`src/rtl/cpe_pkg.sv`:
```
`timescale 1ns / 1ps
`default_nettype none

package cpe_pkg;

    localparam logic [31:0] CPE_MAGIC   = 32'h0145_5043;
    localparam logic [31:0] REG_CODE_PC = 32'h0000_0090;

    localparam logic [7:0] CODE_END  = 8'h00;
    localparam logic [7:0] CODE_BIN  = 8'h01;
    localparam logic [7:0] CODE_REG  = 8'h03;
    localparam logic [7:0] CODE_UNIT = 8'h08;

    localparam logic [1:0] KIND_PAYLOAD = 2'd0;
    localparam logic [1:0] KIND_SUMMARY = 2'd1;
    localparam logic [1:0] KIND_ERROR   = 2'd2;

    localparam logic [1:0] ERR_NONE  = 2'd0;
    localparam logic [1:0] ERR_MAGIC = 2'd1;
    localparam logic [1:0] ERR_CHUNK = 2'd2;
    localparam logic [1:0] ERR_TRUNC = 2'd3;

    localparam int FIELD_BYTES = 4;
    localparam int BYTE_VALUES = 256;

    typedef enum logic [3:0] {
        PH_MAGIC,
        PH_CODE,
        PH_BIN_ADDR,
        PH_BIN_LEN,
        PH_BIN_DATA,
        PH_REG_CODE,
        PH_REG_VALUE,
        PH_UNIT,
        PH_DONE,
        PH_ERROR
    } t_phase;

    typedef struct packed {
        logic [7:0] data_byte;
        logic       stream_end;
    } t_in_item;

    typedef struct packed {
        logic [1:0]  result_kind;
        logic [31:0] load_address;
        logic [7:0]  payload_byte;
        logic [31:0] entry_point;
        logic [31:0] text_address;
        logic [31:0] text_size;
        logic        odd_register_seen;
        logic [1:0]  error_code;
    } t_out_item;

    typedef struct packed {
        logic first;
        logic second;
    } t_push;

endpackage

`default_nettype wire

```
`src/rtl/cpe_parse_core.sv`:
```
`timescale 1ns / 1ps
`default_nettype none

module cpe_parse_core #(
    parameter int PAD_GRANULE = 2048
) (
    input  wire                    i_clk,
    input  wire                    i_rst_n,
    input  wire                    i_accept,
    input  cpe_pkg::t_in_item      i_item,
    output cpe_pkg::t_push         o_push,
    output cpe_pkg::t_out_item     o_res0,
    output cpe_pkg::t_out_item     o_res1
);
    import cpe_pkg::*;

    localparam int REM_W = (PAD_GRANULE > 1) ? $clog2(PAD_GRANULE) : 1;
    localparam logic [REM_W:0] GRAN = (REM_W + 1)'(PAD_GRANULE);
    localparam logic [REM_W-1:0] WRAP_REM = REM_W'(64'h1_0000_0000 % 64'(PAD_GRANULE));

    function automatic logic [REM_W-1:0] rem_entry(input int unsigned pos,
                                                   input int unsigned val);
        int unsigned w;
        int unsigned acc;
        w = (PAD_GRANULE > 1) ? 1 : 0;
        for (int unsigned k = 0; k < 8 * pos; k++) begin
            w = w * 2;
            if (w >= PAD_GRANULE) begin
                w = w - PAD_GRANULE;
            end
        end
        acc = 0;
        for (int unsigned k = 0; k < val; k++) begin
            acc = acc + w;
            if (acc >= PAD_GRANULE) begin
                acc = acc - PAD_GRANULE;
            end
        end
        return REM_W'(acc);
    endfunction

    logic [REM_W-1:0] rem_tab [FIELD_BYTES][BYTE_VALUES];

    for (genvar gp = 0; gp < FIELD_BYTES; gp++) begin : g_pos
        for (genvar gb = 0; gb < BYTE_VALUES; gb++) begin : g_val
            assign rem_tab[gp][gb] = rem_entry(gp, gb);
        end
    end

    t_phase           r_phase,   n_phase;
    logic [31:0]      r_shift,   n_shift;
    logic [2:0]       r_cnt,     n_cnt;
    logic [31:0]      r_addr,    n_addr;
    logic [31:0]      r_remain,  n_remain;
    logic [31:0]      r_lowest,  n_lowest;
    logic             r_seen,    n_seen;
    logic [31:0]      r_size,    n_size;
    logic [31:0]      r_entry,   n_entry;
    logic             r_odd,     n_odd;
    logic [REM_W-1:0] r_rem,     n_rem;

    logic [1:0]       pos;
    logic [7:0]       b;
    logic [31:0]      shifted;
    logic [2:0]       cnt_inc;
    logic             full4;
    logic             full2;
    logic [REM_W:0]   rem_sum;
    logic [REM_W-1:0] rem_fold;
    logic [32:0]      size_ext;
    logic [REM_W:0]   pad;
    logic [31:0]      remain_dec;
    logic             byte_res;
    logic             trunc;
    t_out_item        res_byte;
    t_out_item        res_trunc;

    always_ff @(posedge i_clk) begin
        if (!i_rst_n) begin
            r_phase  <= PH_MAGIC;
            r_shift  <= '0;
            r_cnt    <= '0;
            r_addr   <= '0;
            r_remain <= '0;
            r_lowest <= '0;
            r_seen   <= 1'b0;
            r_size   <= '0;
            r_entry  <= '0;
            r_odd    <= 1'b0;
            r_rem    <= '0;
        end else if (i_accept) begin
            r_phase  <= n_phase;
            r_shift  <= n_shift;
            r_cnt    <= n_cnt;
            r_addr   <= n_addr;
            r_remain <= n_remain;
            r_lowest <= n_lowest;
            r_seen   <= n_seen;
            r_size   <= n_size;
            r_entry  <= n_entry;
            r_odd    <= n_odd;
            r_rem    <= n_rem;
        end
    end

    always_comb begin
        b          = i_item.data_byte;
        pos        = r_cnt[1:0];
        shifted    = r_shift | (32'(b) << {pos, 3'b000});
        cnt_inc    = {1'b0, pos} + 3'd1;
        full4      = (pos == 2'd3);
        full2      = (pos != 2'd0);
        rem_sum    = {1'b0, r_rem} + {1'b0, rem_tab[pos][b]};
        rem_fold   = (rem_sum >= GRAN) ? REM_W'(rem_sum - GRAN) : REM_W'(rem_sum);
        size_ext   = {1'b0, r_size} + {1'b0, shifted};
        pad        = (r_rem == '0) ? '0 : (GRAN - {1'b0, r_rem});
        remain_dec = r_remain - 32'd1;

        n_phase  = r_phase;
        n_shift  = r_shift;
        n_cnt    = r_cnt;
        n_addr   = r_addr;
        n_remain = r_remain;
        n_lowest = r_lowest;
        n_seen   = r_seen;
        n_size   = r_size;
        n_entry  = r_entry;
        n_odd    = r_odd;
        n_rem    = r_rem;

        byte_res  = 1'b0;
        res_byte  = '0;
        res_trunc = '0;
        res_trunc.result_kind = KIND_ERROR;
        res_trunc.error_code  = ERR_TRUNC;

        unique case (r_phase)
            PH_MAGIC: begin
                if (full4) begin
                    n_shift = '0;
                    n_cnt   = '0;
                    if (shifted != CPE_MAGIC) begin
                        byte_res             = 1'b1;
                        res_byte.result_kind = KIND_ERROR;
                        res_byte.error_code  = ERR_MAGIC;
                        n_phase              = PH_ERROR;
                    end else begin
                        n_phase = PH_CODE;
                    end
                end else begin
                    n_shift = shifted;
                    n_cnt   = cnt_inc;
                end
            end
            PH_CODE: begin
                unique case (b)
                    CODE_END: begin
                        byte_res                   = 1'b1;
                        res_byte.result_kind       = KIND_SUMMARY;
                        res_byte.entry_point       = r_entry;
                        res_byte.text_address      = r_seen ? r_lowest : '0;
                        res_byte.text_size         = r_size + 32'(pad);
                        res_byte.odd_register_seen = r_odd;
                        n_phase                    = PH_DONE;
                    end
                    CODE_BIN:  n_phase = PH_BIN_ADDR;
                    CODE_REG:  n_phase = PH_REG_CODE;
                    CODE_UNIT: n_phase = PH_UNIT;
                    default: begin
                        byte_res             = 1'b1;
                        res_byte.result_kind = KIND_ERROR;
                        res_byte.error_code  = ERR_CHUNK;
                        n_phase              = PH_ERROR;
                    end
                endcase
            end
            PH_BIN_ADDR: begin
                if (full4) begin
                    n_shift = '0;
                    n_cnt   = '0;
                    n_addr  = shifted;
                    if (!r_seen || (shifted < r_lowest)) begin
                        n_lowest = shifted;
                    end
                    n_seen  = 1'b1;
                    n_phase = PH_BIN_LEN;
                end else begin
                    n_shift = shifted;
                    n_cnt   = cnt_inc;
                end
            end
            PH_BIN_LEN: begin
                n_rem = rem_fold;
                if (full4) begin
                    n_shift  = '0;
                    n_cnt    = '0;
                    n_remain = shifted;
                    n_size   = size_ext[31:0];
                    if (size_ext[32]) begin
                        n_rem = (rem_fold >= WRAP_REM) ? (rem_fold - WRAP_REM)
                              : REM_W'(GRAN - {1'b0, WRAP_REM} + {1'b0, rem_fold});
                    end
                    n_phase  = (shifted != '0) ? PH_BIN_DATA : PH_CODE;
                end else begin
                    n_shift = shifted;
                    n_cnt   = cnt_inc;
                end
            end
            PH_BIN_DATA: begin
                byte_res              = 1'b1;
                res_byte.result_kind  = KIND_PAYLOAD;
                res_byte.load_address = r_addr;
                res_byte.payload_byte = b;
                n_addr                = r_addr + 32'd1;
                n_remain              = remain_dec;
                if (remain_dec == '0) begin
                    n_phase = PH_CODE;
                end
            end
            PH_REG_CODE: begin
                if (full2) begin
                    n_shift = '0;
                    n_cnt   = '0;
                    if (shifted != REG_CODE_PC) begin
                        n_odd = 1'b1;
                    end
                    n_phase = PH_REG_VALUE;
                end else begin
                    n_shift = shifted;
                    n_cnt   = cnt_inc;
                end
            end
            PH_REG_VALUE: begin
                if (full4) begin
                    n_shift = '0;
                    n_cnt   = '0;
                    n_entry = shifted;
                    n_phase = PH_CODE;
                end else begin
                    n_shift = shifted;
                    n_cnt   = cnt_inc;
                end
            end
            PH_UNIT:  n_phase = PH_CODE;
            PH_DONE:  n_phase = PH_DONE;
            PH_ERROR: n_phase = PH_ERROR;
            default:  n_phase = r_phase;
        endcase

        trunc = i_item.stream_end && (n_phase != PH_DONE) && (n_phase != PH_ERROR);

        if (i_item.stream_end) begin
            n_phase  = PH_MAGIC;
            n_shift  = '0;
            n_cnt    = '0;
            n_addr   = '0;
            n_remain = '0;
            n_lowest = '0;
            n_seen   = 1'b0;
            n_size   = '0;
            n_entry  = '0;
            n_odd    = 1'b0;
            n_rem    = '0;
        end

        o_push.first  = i_accept && (byte_res || trunc);
        o_push.second = i_accept && byte_res && trunc;
        o_res0        = byte_res ? res_byte : res_trunc;
        o_res1        = res_trunc;
    end

endmodule

`default_nettype wire

```
`src/rtl/cpe_result_queue.sv`:
```
`timescale 1ns / 1ps
`default_nettype none

module cpe_result_queue (
    input  wire                    i_clk,
    input  wire                    i_rst_n,
    input  cpe_pkg::t_push         i_push,
    input  cpe_pkg::t_out_item     i_res0,
    input  cpe_pkg::t_out_item     i_res1,
    output logic                   o_space,
    output logic                   o_valid,
    input  wire                    i_ready,
    output cpe_pkg::t_out_item     o_item
);
    import cpe_pkg::*;

    localparam int QDEPTH = 4;
    localparam int PTR_W  = $clog2(QDEPTH);
    localparam int CNT_W  = $clog2(QDEPTH + 1);

    t_out_item        r_mem [QDEPTH];
    logic [PTR_W-1:0] r_wr,  n_wr;
    logic [PTR_W-1:0] r_rd,  n_rd;
    logic [CNT_W-1:0] r_cnt, n_cnt;
    logic [PTR_W-1:0] wr_next;
    logic             pop;

    always_comb begin
        pop     = (r_cnt != '0) && i_ready;
        wr_next = r_wr + PTR_W'(1);
        n_wr    = r_wr + PTR_W'(i_push.first) + PTR_W'(i_push.second);
        n_rd    = r_rd + PTR_W'(pop);
        n_cnt   = r_cnt + CNT_W'(i_push.first) + CNT_W'(i_push.second) - CNT_W'(pop);
        o_space = (r_cnt <= CNT_W'(QDEPTH - 2));
        o_valid = (r_cnt != '0);
        o_item  = r_mem[r_rd];
    end

    always_ff @(posedge i_clk) begin
        if (!i_rst_n) begin
            r_wr  <= '0;
            r_rd  <= '0;
            r_cnt <= '0;
        end else begin
            r_wr  <= n_wr;
            r_rd  <= n_rd;
            r_cnt <= n_cnt;
        end
    end

    always_ff @(posedge i_clk) begin
        if (i_push.first) begin
            r_mem[r_wr] <= i_res0;
        end
        if (i_push.second) begin
            r_mem[wr_next] <= i_res1;
        end
    end

endmodule

`default_nettype wire

```
`src/rtl/cpe_executable_stream_parser.sv`:
```
// A result is offered in the cycle after the input transfer that causes it,
// when the result queue is empty.
// Throughput: one byte per cycle while input ready is high; the parse state updates in the transfer cycle.
// A stream_end byte that leaves the parse unfinished adds a truncation report, so one
// transfer can yield two results; input ready drops while the four-entry queue holds three or more.
// Reset: synchronous, active low; clears the parse state and empties the result queue.
`timescale 1ns / 1ps
`default_nettype none

module cpe_executable_stream_parser #(
    parameter int PAD_GRANULE = 2048
) (
    input  wire                    i_clk,
    input  wire                    i_rst_n,
    input  wire                    i_in_valid,
    output logic                   o_in_ready,
    input  cpe_pkg::t_in_item      i_in_item,
    output logic                   o_out_valid,
    input  wire                    i_out_ready,
    output cpe_pkg::t_out_item     o_out_item
);
    import cpe_pkg::*;

    logic      accept;
    logic      space;
    t_push     push;
    t_out_item res0;
    t_out_item res1;

    assign o_in_ready = space;
    assign accept     = i_in_valid && space;

    cpe_parse_core #(
        .PAD_GRANULE (PAD_GRANULE)
    ) u_core (
        .i_clk    (i_clk),
        .i_rst_n  (i_rst_n),
        .i_accept (accept),
        .i_item   (i_in_item),
        .o_push   (push),
        .o_res0   (res0),
        .o_res1   (res1)
    );

    cpe_result_queue u_queue (
        .i_clk   (i_clk),
        .i_rst_n (i_rst_n),
        .i_push  (push),
        .i_res0  (res0),
        .i_res1  (res1),
        .o_space (space),
        .o_valid (o_out_valid),
        .i_ready (i_out_ready),
        .o_item  (o_out_item)
    );

endmodule

`default_nettype wire

```
`config.mk`:
```
export PLATFORM = sky130hd
export DESIGN_NAME = cpe_executable_stream_parser
export DESIGN_NICKNAME = d
export VERILOG_FILES = /design/src/rtl/cpe_pkg.sv /design/src/rtl/cpe_parse_core.sv /design/src/rtl/cpe_result_queue.sv /design/src/rtl/cpe_executable_stream_parser.sv
export SDC_FILE = /design/constraint.sdc
export NUM_CORES = 2
export LEC_CHECK = 0
export ABC_CLOCK_PERIOD_IN_PS = 5700
export BUFFER_PORTS_ARGS = -buffer_cell sky130_fd_sc_hd__buf_2
export CORE_MARGIN = 5
export CORE_UTILIZATION = 65
export CTS_CLUSTER_SIZE = 12
export DETAILED_ROUTE_END_ITERATION = 6
export PLACE_DENSITY_LB_ADDON = 0.08
export SYNTH_ARGS = -nofsm -noshare
export SYNTH_HDL_FRONTEND = slang
export SYNTH_SLANG_ARGS = --single-unit
```
`constraint.sdc`:
```
create_clock -name i_clk -period 5.7 [get_ports i_clk]
set_input_delay 0 -clock i_clk [delete_from_list [all_inputs] [get_ports i_clk]]
set_output_delay 0 -clock i_clk [all_outputs]
set_load 0.03 [all_outputs]
```
# Yosys cells after proc, flatten, opt, wreduce, memory -nomap -nowiden
# Memories as Yosys holds them, arrays and structs flattened. A register that Yosys moved wholly into a read port is not among the register bits.
# Cells that the tools add are included.
[classes] n_addsub=16 n_lt_le_gt_ge=6 n_eq_ne=19 n_shift=1 mux=75 bitwise=3 n_reduce_logical=40
[ops] operator="$bmux W2816 S2" n=1
[ops] operator="$mux W2816" n=2
[ops] operator="$mux W32" n=16
[ops] operator="$mux W97" n=2
[ops] operator="$pmux W32 S2" n=3
[ops] operator="$mux W141" n=1
[ops] operator="$bmux W11 S8" n=1
[ops] operator="$mux W11" n=8
[ops] operator="$mux W40" n=1
[ops] operator="$pmux W4 S10" n=1
[ops] operator="$add A32 B32 Y33" n=1
[ops] operator="$add A32 B1 Y32 const B" n=1
[ops] operator="$add A32 B12 Y32" n=1
[ops] operator="$logic_not A32 Y1" n=1
[ops] operator="$lt A32 B32 Y1" n=1
[ops] operator="$mux W4" n=8
[ops] operator="$ne A32 B25 Y1 const B" n=1
[ops] operator="$ne A32 B8 Y1 const B" n=1
[ops] operator="$or A32 B32 Y32" n=1
[ops] operator="$reduce_bool A32 Y1" n=1
[ops] operator="$shl A8 B5 Y32" n=1
[ops] operator="$sub A32 B1 Y32 const B" n=1
[ops] operator="$reduce_bool A2 Y1" n=9
[ops] operator="$eq A4 B3 Y1 const B" n=4
[ops] operator="43 further kinds" n=92
[word_totals] reg_bits=218 ram_bits=564 inputBits=13 out_inout_bits=143 elab_cells=175 mem_count=1
[mem_list] name="u_queue.r_mem" depth=4 width=141 read_ports=1 rd_ports_with_merged_regs=1 wr=2 line_no="cpe_result_queue.sv:21" text="t_out_item r_mem [QDEPTH];"

# Logic depth before layout (Yosys ltp)
[logic_depth] depth_word=16 ltp_mapped=20 mapped_depth_nobuf=19

# Modules after synthesis
# Synthesis repeated with hierarchy kept, for this count alone.
[unflattened] hier_cells=3571 hier_area_um2=43140.1
[by_module_without_submodules] mod="cpe_result_queue" n_inst=1 cells_each=1405 area_each_um2=27407.5 seq_area_each_um2=17076.4
[by_module_without_submodules] mod="cpe_parse_core" n_inst=1 cells_each=2165 area_each_um2=15726.3 seq_area_each_um2=4224.1
[by_module_without_submodules] mod="cpe_executable_stream_parser" n_inst=1 cells_each=1 area_each_um2=6.3 seq_area_each_um2=0.0

# Worst setup path before layout
# Ideal clock, no wire load.
[synth_path] kind="register to register" from="register u_core.r_rem[0]" to="memory u_queue.r_mem[1][34] (netlist name)" setup_time_ns=0.070 t_arrival_ns=3.493 required_time_ns=5.630 path_slack_ns=2.138 path_stages_with_launch=16 path_buffers=0 period_less_slack_ns=3.562 path_cell_list="dfxtp_1 > or3_1 > or3_1 > or3_1 > nor3_1 > xor2_1 > nor2_1 > ha_1 > and3_1 > nand3_1 > a31oi_1 > nand2_1 > nor3_1 > xor2_1 > nand2_1 > o21ai_1"
[synth_lines] item="start, declared" line_no="cpe_parse_core.sv:60" text="logic [REM_W-1:0] r_rem, n_rem;"
[synth_lines] item="start signal, assigned" line_no="cpe_parse_core.sv:102" text="r_rem <= n_rem;"
[synth_lines] item="end, declared" line_no="cpe_result_queue.sv:21"

# Worst setup path after layout
[layout_path] from="register u_core.r_cnt[0]" to="register u_queue.r_cnt[2]"
[layout_via] elab_chain_len=14 elab_cells_between_ends=28 cone_classes="add/sub (3); eq/ne (4); shift (1); mux (11); bitwise (1); reduce/logical (8)"
[layout_rtl] item="start, declared" line_no="cpe_parse_core.sv:52" text="logic [2:0] r_cnt, n_cnt;"
[layout_rtl] item="start signal, assigned" line_no="cpe_parse_core.sv:94" text="r_cnt <= n_cnt;"
[layout_rtl] item="$shl A8 B5 Y32" line_no="cpe_parse_core.sv:109" text="shifted = r_shift | (32'(b) << {pos, 3'b000});"
[layout_rtl] item="$or A32 B32 Y32" line_no="cpe_parse_core.sv:109"
[layout_rtl] item="$ne A32 B25 Y1 / $reduce_bool A32 Y1 (equally long branches)" line_no="cpe_parse_core.sv:142, cpe_parse_core.sv:203"
[layout_rtl] item="$mux W4 / $mux W3 (equally long branches)" line_no="cpe_parse_core.sv:142, cpe_parse_core.sv:203"
[layout_rtl] item="$mux W4 (on tied branches)" line_no="cpe_parse_core.sv:139, cpe_parse_core.sv:194"
[layout_rtl] item="$pmux W4 S10" line_no="cpe_parse_core.sv:137" text="unique case (r_phase)"
[layout_rtl] item="$ne A4 B4 Y1" line_no="cpe_parse_core.sv:250" text="trunc = i_item.stream_end && (n_phase != PH_DONE) && (n_phase != PH_ERROR);"
[layout_rtl] item="$logic_and A1 B1 Y1 (2 in series)" line_no="cpe_parse_core.sv:250"
[layout_rtl] item="$logic_or A1 B1 Y1" line_no="cpe_parse_core.sv:266" text="o_push.first = i_accept && (byte_res || trunc);"
[layout_rtl] item="$logic_and A1 B1 Y1" line_no="cpe_parse_core.sv:266"
[layout_rtl] item="$add A3 B1 Y3" line_no="cpe_result_queue.sv:33" text="n_cnt = r_cnt + CNT_W'(i_push.first) + CNT_W'(i_push.second) - CNT_W'(pop);"
[layout_rtl] item="$add A3 B1 Y3 *" line_no="cpe_result_queue.sv:33"
[layout_rtl] item="$sub A3 B1 Y3 *" line_no="cpe_result_queue.sv:33"
[layout_rtl] item="end signal, assigned" line_no="cpe_result_queue.sv:47" text="r_cnt <= n_cnt;"
[layout_rtl] item="end, declared" line_no="cpe_result_queue.sv:24" text="logic [CNT_W-1:0] r_cnt, n_cnt;"
# Every way passes the cells marked *; elsewhere a longest branch is shown, timed or not.
# A chain may end at the register's enable or synchronous reset.

==> flow_summary.ini <==
[clock_network]
clk_path_buf_depth = 3
numCtsBuffers = 82
numClockSinks = 782
clk-insertion-delay-late_ns = 0.63
clk_pin_slew_ns = 0.07
htreeDepth = 3
cts_tree = done
root_buffer = clkbuf_16
cts_setup_buffers = 0

[timing]
setup_viol = 0
drv_slew = 6
hold_ws_ns = 0.04141
setup_tns_ns = 0
fin_crit_ns = 4.721
slew_headroom_pct = -2.792
final-hold-violation-count = 0
timing.final.crit_share_pct = 82.83
rsz0062_at_grt = false
worst_pin_slew_ns = 1.536
fin_worst_skew_ns = 0.02609
max_freq_mhz = 211.8

[drt]
vias = 31831
drc = 18
wirelength_mm = 109.2
wl_per_cell_um = 22.38
via_per_inst = 6.524
dr.pass1.iters = 7
drt-initial-drc-count = 3750
postRouteAntennaNets = 0

[critical_path]
slowest_stage = nor2b_1
cpPeakStageDelay_ns = 0.64
worstPathCellList = nor2b_1, a21oi_1, inv_1, nand4_2, o31ai_4, o2bb2a_4, nand2b_1, o21a_1, ha_1, inv_1, fa_1, fa_1, xor2_1, nor2_1
crit_path_end_kind = register
startpoint_type = register
cp.required_ns = 6.18
worst-setup-path-type = register to register
reg2reg_slack_ns = 0.98
crit_arrival_ns = 5.20
crit_fanout = 14

[placed_design]
port_buffers = 155
place_hpwl_mm = 70.73
place_congestion = 0.9714

[floorplan]
core-area_um2 = 56280
die_area_um2 = 61570
pin_count = 156
initial_core_util_pct = 65.50
die-height_um = 248.1
die_w_um = 248.1
rows = 87

[grt]
grt_use_total_pct = 34.45
antenna_found_initial = 7
grt_pass1_vias = 29324
grt_first_pass_wirelength_mm = 168.8
grt_overflow = 0
grt_max_degree = 161

[outcome]
status = finished with violations
failed_checks = DRC, capacitance limit, slew limit

[layout]
layout_common_cells = dfxtp_1 (780), nand3_1 (582), o21ai_1 (465), nor2_1 (292), nand2_1 (261)
areaGrowthSynthToFinish_pct = 9.229
fill_cells = 4525
final_common_cell = dfxtp_1
drive_gt1_share_pct = 13.81
finalNetCount = 4184

[pwr]
power_w = 0.01495
p_per_area_nw_per_um2 = 371.2
vdd_ir_drop_max_mv = 0.3398
p_leak_nw = 14.80

[synthesis]
yosysWarnings = 0
synthAdderAreaFrac_pct = 3.517
syn_inst = 4116
ys.flop_type = dfxtp_1
synth_top_family_by_area = simple AND/OR/NAND/NOR gates
netlist.area_leader.share_pct = 42.47
synth_area_leaders = dfxtp_1 (42%), mux4_2 (8.6%), nand3_1 (7.9%)
synth-simple-area-share_pct = 18.89
synthesis.nets = 4229
async_flop_share_pct = 0
synth_edf_count = 0
synthMuxAreaShare_pct = 9.457
syn_area_um2 = 36860
synth_xor_area_share_pct = 1.901
synth.distinct_cells = 88
avgSynthCellArea_um2 = 8.956
yosysTopAreaCell = dfxtp_1
ys_seq_area_share_pct = 42.47
synth_compound_area_share_pct = 18.07
ys_seq_elements = 782

[job]
maxCapViolCount = 1

[worst_hold_path]
hold_class = primary input to register
## where the power goes
part	total [W]	leakage (nW)	internal [W]	switching, W
logic	0.00355	7.19	0.00118	0.00237
clock network	0.00528	1.30	0.00310	0.00217
registers	0.00612	6.31	0.00576	0.000354
total	0.0149	14.8	0.0100	0.00490
## synthesized netlist by cell type (24+ instances only)
cell type  number
a21o_1         44
a21oi_1       157
inv_1         104
or3_1          26
nand3_1       582
ha_1           94
o21ai_1       466
a211oi_1       24
xnor2_1        55
and2_1         40
nand2_1       261
buf_1          51
o21ai_0       136
nor3_1         49
xor2_1         25
dfxtp_1       782
o31ai_1        25
nor2_1        295
a22oi_1        90
clkbuf_1      177
mux2i_1        31
mux4_2        141
buf_2          67
buf_6          35
## per-layer routing
| metal | wire length [um] | vias up | global-route usage, % |
|---|---|---|---|
| met5 | 28 | - | 0 |
| met4 | 4195 | 6 | 12.41 |
| met3 | 9852 | 272 | 6.127 |
| met2 | 49300 | 1373 | 53.80 |
| met1 | 45810 | 15222 | 48.61 |
| li1 | - | 14958 | - |
## kinds of logic after synthesis
family	after synthesis
buffers and inverters	451
AOI/OAI and AO/OA	1108
DFF	782
xor gates and xnor gates	80
and+or+nand+nor	1423
adders and majority gates	100
muxes	172
## worst max-delay path, delay by kind of cell (launching register included)
| family | cells | cell delay, ns |
|---|---|---|
| compound gates | 4 | 1.16 |
| simple gates | 4 | 1.08 |
| fa+ha+maj | 3 | 1.07 |
| flops | 1 | 0.63 |
| buf+inv | 2 | 0.44 |
| xor+xnor | 1 | 0.17 |
## registers in the layout, summed over array words and instances, names as in the netlist
signal / count
u_core.r_addr: 32
u_core.r_cnt: 2
u_core.r_entry: 32
u_core.r_lowest: 32
u_core.r_odd: 1
u_core.r_phase: 4
u_core.r_rem: 11
u_core.r_remain: 32
u_core.r_seen: 1
u_core.r_shift: 32
u_core.r_size: 32
u_queue.r_cnt: 3
u_queue.r_mem: 564
u_queue.r_rd: 2
u_queue.r_wr: 2
## per-stage QoR
stage          setup WS, ns  utilization (%)  std cells  area, um2
6_report             0.9788            71.54       4879      40260
5_1_grt              0.8321            71.53       4875      40250
4_1_cts               1.126            71.53       4875      40250
3_5_place_dp          1.172            66.72       4736      37550
3_3_place_gp          1.247            66.72       4736      37550
2_1_floorplan         2.138                -       4116      36860
## path summary, 6_finish.rpt
| kind | depth (start not counted) | start | endpoint |
|---|---|---|---|
| worst max register to register | 14 | u_core.r_cnt[0] | u_queue.r_cnt[2] |
| worst min register to register | 2 | u_queue.r_mem[2][88] | u_queue.r_mem[2][88] |
| worst max-delay path | 14 | u_core.r_cnt[0] | u_queue.r_cnt[2] |
| worst min-delay path | 3 | i_in_item[1] | u_queue.r_mem[0][99] |
## what timing repair did
item / in CTS / in global routing
resized for setup: 0 / 0
hold buffers: 7 / 0
endpoints found under the hold margin: 38 / 0
## layout make-up
class	instances	area [um2]	area share [%]
clock buffer	116	2406	5.976
timing repair buffer	217	1446	3.592
multi-input combinational	2883	19170	47.60
sequential	782	15660	38.90
clock inverter	16	227.7	0.5656
tap	756	945.9	2.349
antenna	4	10.01	0.02486
inverter	105	399.1	0.9913
Note: power is estimated with default switching activity, not from simulation.
